## config.mk

```make
export PLATFORM = sky130hd
export DESIGN_NAME = gpi_frame_event_decoder
export DESIGN_NICKNAME = d
export VERILOG_FILES = /design/src/rtl/core/gfed_pkg.sv /design/src/rtl/core/gfed_frame.sv /design/src/rtl/core/gfed_decode.sv /design/src/rtl/core/gfed_outreg.sv /design/src/rtl/core/gpi_frame_event_decoder.sv
export SDC_FILE = /design/constraint.sdc
export NUM_CORES = 1
export LEC_CHECK = 0
export BUFFER_PORTS_ARGS = -buffer_cell sky130_fd_sc_hd__buf_2
export CORE_ASPECT_RATIO = 0.8
export CORE_MARGIN = 2
export CORE_UTILIZATION = 54
export CTS_CLUSTER_DIAMETER = 40
export DETAILED_ROUTE_END_ITERATION = 12
export GPL_TIMING_DRIVEN = 1
export PLACE_DENSITY_LB_ADDON = 0.05
export SETUP_SLACK_MARGIN = 0.3
export SYNTH_ARGS = -nofsm -noshare
export SYNTH_HDL_FRONTEND = slang
export SYNTH_SLANG_ARGS = --single-unit
```

## constraint.sdc

```tcl
create_clock -name clk -period 4.6 [get_ports clk]
set_clock_uncertainty 0.05 [all_clocks]
set_input_delay 0.46 -clock clk [delete_from_list [all_inputs] [get_ports clk]]
set_output_delay 0.46 -clock clk [all_outputs]
set_load 0.05 [all_outputs]
```

## src/rtl/core/gfed_pkg.sv

```systemverilog
`timescale 1ns / 1ps
`default_nettype none
// -----------------------------------------------------------------------------
// gfed_pkg
// Shared types and constants for the GPI frame event decoder.
// -----------------------------------------------------------------------------
package gfed_pkg;

	localparam int MAX_PORTS = 16;
	localparam int NUM_PORTS_DEF = 16;
	localparam int CFG_W = 16;
	localparam int CFG_IDX_W = 2;

	localparam logic [7:0] CH_ZERO = 8'h30;
	localparam logic [7:0] CH_ONE  = 8'h31;
	localparam logic [7:0] CH_IN   = 8'h69;
	localparam logic [7:0] CH_OUT  = 8'h6F;

	localparam logic [CFG_IDX_W-1:0] REG_SUBSCRIBED = 2'd0;
	localparam logic [CFG_IDX_W-1:0] REG_TALLY      = 2'd1;
	localparam logic [CFG_IDX_W-1:0] REG_POLARITY   = 2'd2;

	typedef enum logic [2:0] {
		KIND_IN_COUNT  = 3'd0,
		KIND_OUT_COUNT = 3'd1,
		KIND_TRIGGER   = 3'd2,
		KIND_LEVEL     = 3'd3,
		KIND_UNSUB     = 3'd4
	} kind_t;

	typedef struct packed {
		logic [7:0] first_byte;
		logic [7:0] second_byte;
	} frame_t;

	typedef struct packed {
		logic        switch_level;
		logic [8:0]  port_count;
		logic [8:0]  port_number;
		kind_t       event_kind;
	} result_t;

	localparam int RES_W = $bits(result_t);
	localparam int TDATA_OUT_W = ((RES_W + 7) / 8) * 8;

endpackage
`default_nettype wire

```

## src/rtl/core/gfed_frame.sv

```systemverilog
`timescale 1ns / 1ps
`default_nettype none
// -----------------------------------------------------------------------------
// gfed_frame
// Byte position counter and frame capture; holds a complete frame in the
// input stage until the decoder takes it.
// -----------------------------------------------------------------------------
module gfed_frame import gfed_pkg::*; (
	input  wire logic   clk,
	input  wire logic   arst_n,
	input  wire logic   byte_valid,
	output logic        byte_ready,
	input  wire logic [7:0] byte_data,
	input  wire logic   take,
	output logic        frame_valid,
	output frame_t      frame
);

	logic [1:0] pos_q;
	logic [7:0] first_q;
	logic [7:0] second_q;
	logic       v_s1;
	frame_t     frame_s1;
	logic       acc;

	assign byte_ready  = !v_s1 || take;
	assign acc         = byte_valid && byte_ready;
	assign frame_valid = v_s1;
	assign frame       = frame_s1;

	always_ff @(posedge clk or negedge arst_n) begin
		if (!arst_n) begin
			pos_q <= 2'd0;
			v_s1  <= 1'b0;
		end else begin
			if (acc) begin
				pos_q <= pos_q + 2'd1;
			end
			if (acc && pos_q == 2'd3) begin
				v_s1 <= 1'b1;
			end else if (take) begin
				v_s1 <= 1'b0;
			end
		end
	end

	always_ff @(posedge clk) begin
		if (acc && pos_q == 2'd0) begin
			first_q <= byte_data;
		end
		if (acc && pos_q == 2'd1) begin
			second_q <= byte_data;
		end
		if (acc && pos_q == 2'd3) begin
			frame_s1.first_byte  <= first_q;
			frame_s1.second_byte <= second_q;
		end
	end

endmodule
`default_nettype wire

```

## src/rtl/core/gfed_decode.sv

```systemverilog
`timescale 1ns / 1ps
`default_nettype none
// -----------------------------------------------------------------------------
// gfed_decode
// Configuration registers, per-port level tracking and frame decode.
// -----------------------------------------------------------------------------
module gfed_decode import gfed_pkg::*; #(
	parameter int NUM_PORTS = NUM_PORTS_DEF
) (
	input  wire logic                 clk,
	input  wire logic                 arst_n,
	input  wire logic                 cfg_we,
	input  wire logic [CFG_IDX_W-1:0] cfg_index,
	input  wire logic [CFG_W-1:0]     cfg_data,
	input  wire logic                 take,
	input  wire frame_t               frame,
	output logic                      emit,
	output result_t                   res
);

	localparam int PIDX_W = (NUM_PORTS > 1) ? $clog2(NUM_PORTS) : 1;

	logic [CFG_W-1:0]     sub_q;
	logic [CFG_W-1:0]     tally_q;
	logic [CFG_W-1:0]     pol_q;
	logic [NUM_PORTS-1:0] last_level_q;
	logic                 in_known_q;
	logic                 out_known_q;

	logic [7:0]        fb;
	logic [7:0]        sb;
	logic [7:0]        diff;
	logic [PIDX_W-1:0] pidx;
	logic              is_in;
	logic              is_out;
	logic              in_range;
	logic              sub_bit;
	logic              tally_bit;
	logic              pol_bit;
	logic              lvl;
	logic              prev;
	logic              fire;
	logic              pulse_upd;

	assign fb       = frame.first_byte;
	assign sb       = frame.second_byte;
	assign diff     = fb - CH_ZERO;
	assign pidx     = diff[PIDX_W-1:0];
	assign is_in    = (fb == CH_IN);
	assign is_out   = (fb == CH_OUT);
	assign in_range = (fb >= CH_ZERO) && (diff < 8'(NUM_PORTS));
	assign sub_bit  = sub_q[diff[3:0]];
	assign tally_bit = tally_q[diff[3:0]];
	assign pol_bit  = pol_q[diff[3:0]];
	assign lvl      = (sb == CH_ONE);
	assign prev     = last_level_q[pidx];
	assign fire     = pol_bit ? (prev && !lvl) : (!prev && lvl);
	assign pulse_upd = !is_in && !is_out && in_range && sub_bit && !tally_bit;

	always_comb begin
		res.event_kind   = KIND_UNSUB;
		res.port_number  = {1'b0, fb} - 9'd48;
		res.port_count   = 9'd0;
		res.switch_level = 1'b0;
		emit             = 1'b1;
		if (is_in || is_out) begin
			res.event_kind  = is_in ? KIND_IN_COUNT : KIND_OUT_COUNT;
			res.port_number = 9'd0;
			res.port_count  = {1'b0, sb} - 9'd48;
			emit            = is_in ? !in_known_q : !out_known_q;
		end else if (in_range && sub_bit) begin
			if (tally_bit) begin
				res.event_kind   = KIND_LEVEL;
				res.switch_level = lvl ^ pol_bit;
			end else begin
				res.event_kind = KIND_TRIGGER;
				emit           = fire;
			end
		end
	end

	always_ff @(posedge clk or negedge arst_n) begin
		if (!arst_n) begin
			sub_q        <= '0;
			tally_q      <= '0;
			pol_q        <= '0;
			last_level_q <= '0;
			in_known_q   <= 1'b0;
			out_known_q  <= 1'b0;
		end else begin
			if (cfg_we) begin
				case (cfg_index)
					REG_SUBSCRIBED: begin
						for (int p = 0; p < NUM_PORTS; p++) begin
							if (cfg_data[p] && !sub_q[p]) begin
								last_level_q[p] <= 1'b0;
							end
						end
						sub_q <= cfg_data;
					end
					REG_TALLY:    tally_q <= cfg_data;
					REG_POLARITY: pol_q   <= cfg_data;
					default: ;
				endcase
			end
			if (take) begin
				if (is_in) begin
					in_known_q <= 1'b1;
				end
				if (is_out) begin
					out_known_q <= 1'b1;
				end
				if (pulse_upd) begin
					last_level_q[pidx] <= lvl;
				end
			end
		end
	end

endmodule
`default_nettype wire

```

## src/rtl/core/gfed_outreg.sv

```systemverilog
`timescale 1ns / 1ps
`default_nettype none
// -----------------------------------------------------------------------------
// gfed_outreg
// Result register on the master side.
// -----------------------------------------------------------------------------
module gfed_outreg import gfed_pkg::*; (
	input  wire logic clk,
	input  wire logic arst_n,
	input  wire logic load,
	input  wire logic emit,
	input  wire result_t res,
	output logic      space,
	output logic      out_valid,
	input  wire logic out_ready,
	output result_t   out_res
);

	logic    v_q;
	result_t res_q;

	assign space     = !v_q || out_ready;
	assign out_valid = v_q;
	assign out_res   = res_q;

	always_ff @(posedge clk or negedge arst_n) begin
		if (!arst_n) begin
			v_q <= 1'b0;
		end else if (load) begin
			v_q <= emit;
		end else if (out_ready) begin
			v_q <= 1'b0;
		end
	end

	always_ff @(posedge clk) begin
		if (load && emit) begin
			res_q <= res;
		end
	end

endmodule
`default_nettype wire

```

## src/rtl/core/gpi_frame_event_decoder.sv

```systemverilog
`timescale 1ns / 1ps
`default_nettype none
// -----------------------------------------------------------------------------
// gpi_frame_event_decoder
// Decodes 4-byte GPI frames into count, trigger, level and notice events.
//
//   channel   dir   handshake              payload
//   s_*       in    s_tvalid / s_tready    s_tdata: rx_byte
//   m_*       out   m_tvalid / m_tready    m_tdata: event result
//   cfg_*     in    cfg_we                 cfg_index, cfg_data
//
// One byte per cycle sustained while m_tready does not stall the result. The fourth
// byte of a frame is registered in the frame stage, then in the result register.
// Reset clears byte position, counts-known flags, levels and registers.
// A stalled result holds; one more frame can wait in the frame stage.
// -----------------------------------------------------------------------------
module gpi_frame_event_decoder import gfed_pkg::*; #(
	parameter int NUM_PORTS = NUM_PORTS_DEF
) (
	input  wire logic                   clk,
	input  wire logic                   arst_n,
	input  wire logic                   s_tvalid,
	output logic                        s_tready,
	input  wire logic [7:0]             s_tdata,   // [7:0] rx_byte
	output logic                        m_tvalid,
	input  wire logic                   m_tready,
	output logic [TDATA_OUT_W-1:0]      m_tdata,   // [2:0] event_kind, [11:3] port_number,
	                                               // [20:12] port_count, [21] switch_level
	input  wire logic                   cfg_we,
	input  wire logic [CFG_IDX_W-1:0]   cfg_index,
	input  wire logic [CFG_W-1:0]       cfg_data
);

	logic    frame_valid;
	frame_t  frame;
	logic    space;
	logic    take;
	logic    emit;
	result_t res;
	result_t out_res;

	assign take = frame_valid && space;

	gfed_frame u_frame (
		.clk         (clk),
		.arst_n      (arst_n),
		.byte_valid  (s_tvalid),
		.byte_ready  (s_tready),
		.byte_data   (s_tdata),
		.take        (take),
		.frame_valid (frame_valid),
		.frame       (frame)
	);

	gfed_decode #(
		.NUM_PORTS (NUM_PORTS)
	) u_decode (
		.clk       (clk),
		.arst_n    (arst_n),
		.cfg_we    (cfg_we),
		.cfg_index (cfg_index),
		.cfg_data  (cfg_data),
		.take      (take),
		.frame     (frame),
		.emit      (emit),
		.res       (res)
	);

	gfed_outreg u_outreg (
		.clk       (clk),
		.arst_n    (arst_n),
		.load      (take),
		.emit      (emit),
		.res       (res),
		.space     (space),
		.out_valid (m_tvalid),
		.out_ready (m_tready),
		.out_res   (out_res)
	);

	assign m_tdata = {{(TDATA_OUT_W - RES_W){1'b0}}, out_res};

endmodule
`default_nettype wire

```

# Word level (Yosys, flattened, before mapping)
# Index checks and enable logic that the tools add are counted.
[totals] output_inout_bits=26 reg_bits=124 word_cells=148
[classes] n_mux=44 reduce_logical=69 n_bitwise=3 addsub=4 magnitude_cmp=4 n_eq_ne=7
[ops] op="2-to-1 mux 16 bit" count=4
[ops] op="2-to-1 mux 1 bit" count=32
[ops] op="logical AND 1 bit" count=31
[ops] op="logical NOT 1 bit" count=25
[ops] op="subtractor 8 x 6 -> 9 bit (second input constant)" count=2
[ops] op="binary-select mux 1 bit (select 4 bit)" count=4
[ops] op="bitwise mux 16 bit" count=1
[ops] op="== test 8 x 7 -> 1 bit (second input constant)" count=2
[ops] op="AND reduction 2 bit" count=5
[ops] op="== test 8 x 6 -> 1 bit (second input constant)" count=1
[ops] op="greater-or-equal comparator 8 x 6 -> 1 bit (second input constant)" count=1
[ops] op="< comparator 8 x 5 -> 1 bit (second input constant)" count=1
[ops] op="subtractor 8 x 6 -> 8 bit (second input constant)" count=1
[ops] op="2-to-1 mux 3 bit" count=2
[ops] op="< comparator 4 x 5 -> 1 bit (second input constant)" count=1
[ops] op="demux 1 bit (select 4 bit)" count=1
[ops] op="== test 2 x 1 -> 1 bit (second input constant)" count=2
[ops] op="== test 2 bit (second input constant)" count=2
[ops] op="greater-or-equal comparator 4 x 1 -> 1 bit (second input constant)" count=1
[ops] op="logical NOT 2 bit" count=2
[ops] op="nonzero test 2 bit" count=2
[ops] op="logical OR 1 bit" count=3
[ops] op="OR reduction 3 bit" count=1
[ops] op="adder 2 x 1 -> 2 bit (second input constant)" count=1
[ops] op="2 further kinds" count=3

# Depth between registers and ports, before layout
[depth] word_depth=10 mapped_depth=8 ltp_nobuf=7

# Hierarchy
# Synthesis repeated with hierarchy kept, for this count alone.
[unflattened] hier_cells=386 area_unflattened_um2=5650.4
[modules_own_cells] mod="gfed_decode" area_each_um2=3751.1 seq_area_each_um2=1651.6 instances=1 cells_each=307
[modules_own_cells] mod="gfed_frame" area_each_um2=1158.6 seq_area_each_um2=1036.0 instances=1 cells_each=49
[modules_own_cells] mod="gfed_outreg" area_each_um2=715.7 seq_area_each_um2=685.7 instances=1 cells_each=26
[modules_own_cells] mod="gpi_frame_event_decoder" area_each_um2=25.0 seq_area_each_um2=0.0 instances=1 cells_each=4

# Least setup slack after synthesis
# No wires, ideal clock.
[synth_path] kind="register to register" start="register u_frame.frame_s1 (netlist bit u_frame.frame[8])" end="register u_outreg.res_q (netlist bit u_outreg.out_res[0]) (enable)" t_arrival_ns=2.486 path_slack_ns=1.682 n_path_buf=2 setup_time_ns=0.382 path_stages_with_launch=8 path_cell_list="edfxtp_1 -> buf_6 -> buf_6 -> mux4_2 -> a22oi_1 -> nand3_1 -> or4b_1 -> nand3_1"
[synth_via] elab_chain_len=10 word_cells_on_any_way=25
[synth_lines] element="start, declared" line_no="gfed_frame.sv:23" source="frame_t frame_s1;"
[synth_lines] element="subtractor 8 x 6 -> 8 bit" line_no="gfed_decode.sv:47" source="assign diff = fb - CH_ZERO;"
[synth_lines] element="binary-select mux 1 bit (select 4 bit)" line_no="gfed_decode.sv:56" source="assign prev = last_level_q[pidx];"
[synth_lines] element="2-to-1 mux 1 bit (implied by the code)" line_no="gfed_decode.sv:56"
[synth_lines] element="logical NOT 1 bit" line_no="gfed_decode.sv:57" source="assign fire = pol_bit ? (prev && !lvl) : (!prev && lvl);"
[synth_lines] element="logical AND 1 bit" line_no="gfed_decode.sv:57"
[synth_lines] element="2-to-1 mux 1 bit" line_no="gfed_decode.sv:57"
[synth_lines] element="2-to-1 mux 1 bit" line_no="gfed_decode.sv:72" source="if (tally_bit) begin"
[synth_lines] element="2-to-1 mux 1 bit" line_no="gfed_decode.sv:71" source="end else if (in_range && sub_bit) begin"
[synth_lines] element="2-to-1 mux 1 bit (*)" line_no="gfed_decode.sv:66" source="if (is_in || is_out) begin"
[synth_lines] element="logical AND 1 bit (*)" line_no="gfed_outreg.sv:37" source="if (load && emit) begin"
[synth_lines] element="end signal, assigned" line_no="gfed_outreg.sv:38" source="res_q <= res;"
[synth_lines] element="end, declared" line_no="gfed_outreg.sv:20" source="result_t res_q;"
# Every way passes the cells marked *; elsewhere a longest branch is shown, timed or not. The select of a mux whose other input is x is not followed.
# A chain may end at the register's enable or synchronous reset.

# Final worst setup path
[layout_path] start="register u_frame.frame_s1 (netlist bit u_frame.frame[8])" end="register u_outreg.res_q (netlist bit u_outreg.out_res[8]) (enable)"
# The elaborated chain is that of the path after synthesis.

==> flow_metrics.py <==
metrics = {
    "outcome": {
        "status": "finished, final reports clean",
    },
    "synthesis": {
        "fraction_of_synthesis_flops_using_an_asynchronous_set_or_reset_pin_pct": 56.5,
        "yosys_register_bits": 124,
        "yosys_most_used_dff": "dfrtp_1",
        "synthesis.yosys.warnings": 0,
        "syn_area_per_cell_um2": 14.7,
        "ys_seq_area_share_pct": 61.1,
        "number_of_flops_mapped_to_enable_cells_by_yosys": 54,
        "mappedNetlistArea_um2": 5520,
        "yosysUniqueCellTypes": 46,
        "count_of_mapped_cells_out_of_synthesis": 376,
    },
    "power_and_ir_drop": {
        "power_report.internal_total_uw": 2540,
        "cellPowerDensity_nw_per_um2": 545,
        "power_leakage_uw": 0.00266,
        "ir_drop_mv": 0.325,
        "clkPwrFrac_pct": 39.8,
        "netSwitchingFraction_pct": 28.9,
        "power.combinational.fraction_pct": 17.7,
        "net_switching_power_uw": 1030,
        "share_seq_of_total_power_pct": 42.5,
    },
    "clocking": {
        "cts.hold.buffers_added": 0,
        "clock_sink_count": 124,
        "number_of_buffers_inserted_by_post_cts_setup_repair": 0,
        "cts-root-to-sink-buffers": 2,
        "cts-resized-gates": 0,
        "cts_buffers": 17,
        "worst_skew_pair.late_latency_ns": 0.42,
        "clock_tree_from_tritoncts": "yes",
        "clkSlewWorstSetupHoldPaths_ns": 0.06,
        "clockRootBuffer": "clkbuf_16",
        "h-tree-depth": 4,
    },
    "setup_path": {
        "crit_type": "reg2reg",
        "cp_max_fo": 25,
        "total_buffers_and_inverters_traversed_by_the_critical_path": 2,
        "cp.arrival_ns": 3.65,
        "cp_capture_type": "flop",
        "cpMaxStageDelayCell": "edfxtp_1",
        "crit_chain": "buf_4, mux4_2, mux4_2, o31ai_1, nand3_1, buf_4",
        "ff_to_ff_setup_slack_ns": 1.04,
        "critical_path_source_type": "flop",
        "required_time_of_the_critical_path_ns": 4.69,
        "cp_top_family": "flip-flops",
        "worst_path_largest_cell_delay_ns": 1.11,
    },
    "floorplanning": {
        "core-area_um2": 9810,
        "die_w_um": 117,
        "starting_density_of_the_core_pct": 56.3,
        "fp.dieArea_um2": 11000,
        "row_count": 32,
        "die_height_um": 94.4,
        "io_pins": 57,
    },
    "global_route": {
        "antenna_found_initial": 0,
        "maximum_number_of_pins_on_one_net_before_global_route_repair": 39,
        "grt.total_usage_pct": 22.8,
        "grt_pass1_vias": 3419,
        "global_route_wire_length_before_repair_um": 18400,
        "globalRouteOverflowTotal": 0,
    },
    "timing": {
        "post-route-min-period_ns": 3.56,
        "fmax_ghz": 0.281,
        "timing.hold.ws_ns": 0.0776,
        "maxSlewHeadroom_pct": 23.7,
        "timing.final.setup_violations": 0,
        "finalHoldViolCount": 0,
        "fin_crit_sh_pct": 77.3,
        "rsz0062_at_grt": "no",
        "report.final.slew_viol_count": 0,
        "max_slew.worst_pin.slew_ns": 1.14,
        "final.setup.tns_ns": 0,
    },
    "route": {
        "route.detailed.drc": 0,
        "first_iter_violations": 249,
        "route.vias.total": 3456,
        "vias_per_cell": 5.88,
        "avg_wl_per_cell_um": 19.2,
        "antenna_violating_nets_post_route": 0,
        "detail_route.wirelength_um": 11300,
        "dr_pass1_iterations": 7,
    },
    "layout": {
        "postLayoutCellArea_um2": 6560,
        "layout.core_utilization_pct": 66.9,
        "drive_gt1_share_pct": 35.4,
        "antennaDiodeCount": 0,
        "syn2layout_area_growth_pct": 18.9,
        "filler_cell_count": 730,
        "nets": 476,
    },
    "job": {
        "maxCapViolations": 0,
    },
    "placement": {
        "dpl-instance-area_um2": 5920,
        "globalplace.congestion": 0.861,
        "buffer_ports.inserted": 54,
        "hpwl_um": 7850,
    },
    "worst_hold_path": {
        "min-delay-path-class": "in2async",
    },
}
[cell type report]
| class | instances | area, um2 | area share, % |
|---|---|---|---|
| Tap cell | 136 | 170 | 2.59 |
| Inverter | 5 | 18.8 | 0.286 |
| Timing Repair Buffer | 61 | 323 | 4.92 |
| Multi-Input combinational cell | 230 | 2040 | 31.1 |
| Clock buffer | 17 | 425 | 6.48 |
| Clock inverter | 15 | 210 | 3.20 |
| Sequential cell | 124 | 3370 | 51.4 |
[registers in the layout, summed over array words and instances, names as in the netlist]
signal / flops
u_frame.pos_q: 2
u_frame.frame_valid: 1
u_decode.in_known_q: 1
u_decode.out_known_q: 1
u_decode.sub_q: 16
u_decode.pol_q: 16
u_decode.last_level_q: 16
u_outreg.out_res: 22
u_frame.first_q: 8
u_outreg.out_valid: 1
u_frame.second_q: 8
u_frame.frame: 16
u_decode.tally_q: 16
[synth_stat cells (2+ instances only)]
library cell / n / area, um2
a21oi_1: 5 / 25.0
a221oi_1: 2 / 17.5
a22o_1: 2 / 17.5
a22oi_1: 4 / 30.0
and2_1: 9 / 56.3
and3_1: 4 / 25.0
buf_2: 4 / 20.0
buf_4: 2 / 15.0
buf_6: 2 / 22.5
clkbuf_1: 10 / 37.5
dfrtp_1: 70 / 1750
edfxtp_1: 54 / 1620
ha_1: 6 / 75.1
inv_1: 5 / 18.8
mux2_2: 49 / 552
mux2i_1: 10 / 100
mux4_2: 15 / 338
nand2_1: 14 / 52.6
nand2b_1: 5 / 31.3
nand3_1: 8 / 40.0
nand3b_1: 19 / 143
nand4_1: 5 / 31.3
nor2_1: 16 / 60.1
nor2b_1: 6 / 37.5
nor3_1: 3 / 15.0
nor3b_1: 2 / 15.0
o211ai_1: 9 / 67.6
o21ai_0: 2 / 10.0
o311ai_0: 3 / 26.3
o31ai_1: 10 / 75.1
o41ai_1: 3 / 26.3
xnor2_1: 3 / 26.3
xor2_1: 2 / 17.5
[worst reg2reg max path, delay by kind of cell, from the launching register on]
family                 cells  cell delay (ns)
AO/OA/AOI/OAI              1             0.35
buffers and inverters      2             0.57
flip-flops                 1             1.11
multiplexers               2             1.09
AND/OR/NAND/NOR            1             0.11
[kinds of logic after synthesis]
group	after synthesis	share of synthesized area [%]
flip-flops	124	61.1
buffers and inverters	23	2.06
XOR/XNOR	5	0.794
multiplexers	74	17.9
adder cells (fa/ha/maj)	6	1.36
AO/OA/AOI/OAI	46	6.30
AND/OR/NAND/NOR	97	10.3
other	1	0.0680
[power by group through the flow]
stage	Combinational (uW)	Clock, uW	Sequential (uW)
after floorplan	376	0	1600
after global placement	620	0	1530
after detailed placement	636	0	1540
after CTS	640	1440	1520
after global routing	691	1490	1550
final	633	1420	1520
[through the flow]
step | setup WS (ns) | instances | power [uW]
floorplan | 1.68 | 377 | 1980
global placement | 1.17 | 556 | 2150
detailed placement | 1.09 | 556 | 2170
CTS | 1.05 | 588 | 3600
global route | 0.803 | 588 | 3730
finish | 1.04 | 588 | 3580
[per-layer routing]
metal	global-route usage [%]	vias to the layer above	part of all wire, %
li1	-	1574	-
met1	34.9	1773	50
met2	31.4	98	44
met3	6.23	11	5.1
met4	7.94	0	1.1
met5	0	-	0
[placed cells by master, fill, tap and decap left out, types with 3 or more instances in the layout]
cell type / count
a21oi_1: 5
o41ai_1: 3
inv_1: 5
buf_4: 7
inv_6: 4
mux4_2: 15
nand3b_1: 19
clkbuf_16: 17
buf_2: 54
ha_1: 6
nor2b_1: 6
nor2_1: 16
a22oi_1: 4
nand2_1: 14
nand4_1: 5
nand3_1: 8
o211ai_1: 9
and2_1: 9
nor3_1: 3
mux2_2: 49
o311ai_0: 3
and3_1: 4
bufinv_16: 4
nand2b_1: 5
edfxtp_1: 54
mux2i_1: 10
clkinv_4: 3
xnor2_1: 3
o31ai_1: 10
dfrtp_1: 70
[path summary, 6_finish.rpt]
path | startpoint | to | cells after the start
max reg2reg | u_frame.frame[8] | u_outreg.out_res[8] | 6
min reg2reg | u_frame.first_q[6] | u_frame.frame[14] | 0
min | arst_n | u_decode.tally_q[2] | 1
max in group asynchronous | arst_n | u_decode.tally_q[9] | 2
min in group clk | s_tdata[0] | u_frame.second_q[0] | 1
max | u_frame.frame[8] | u_outreg.out_res[8] | 6
Note: power is estimated with default switching activity, not from simulation.
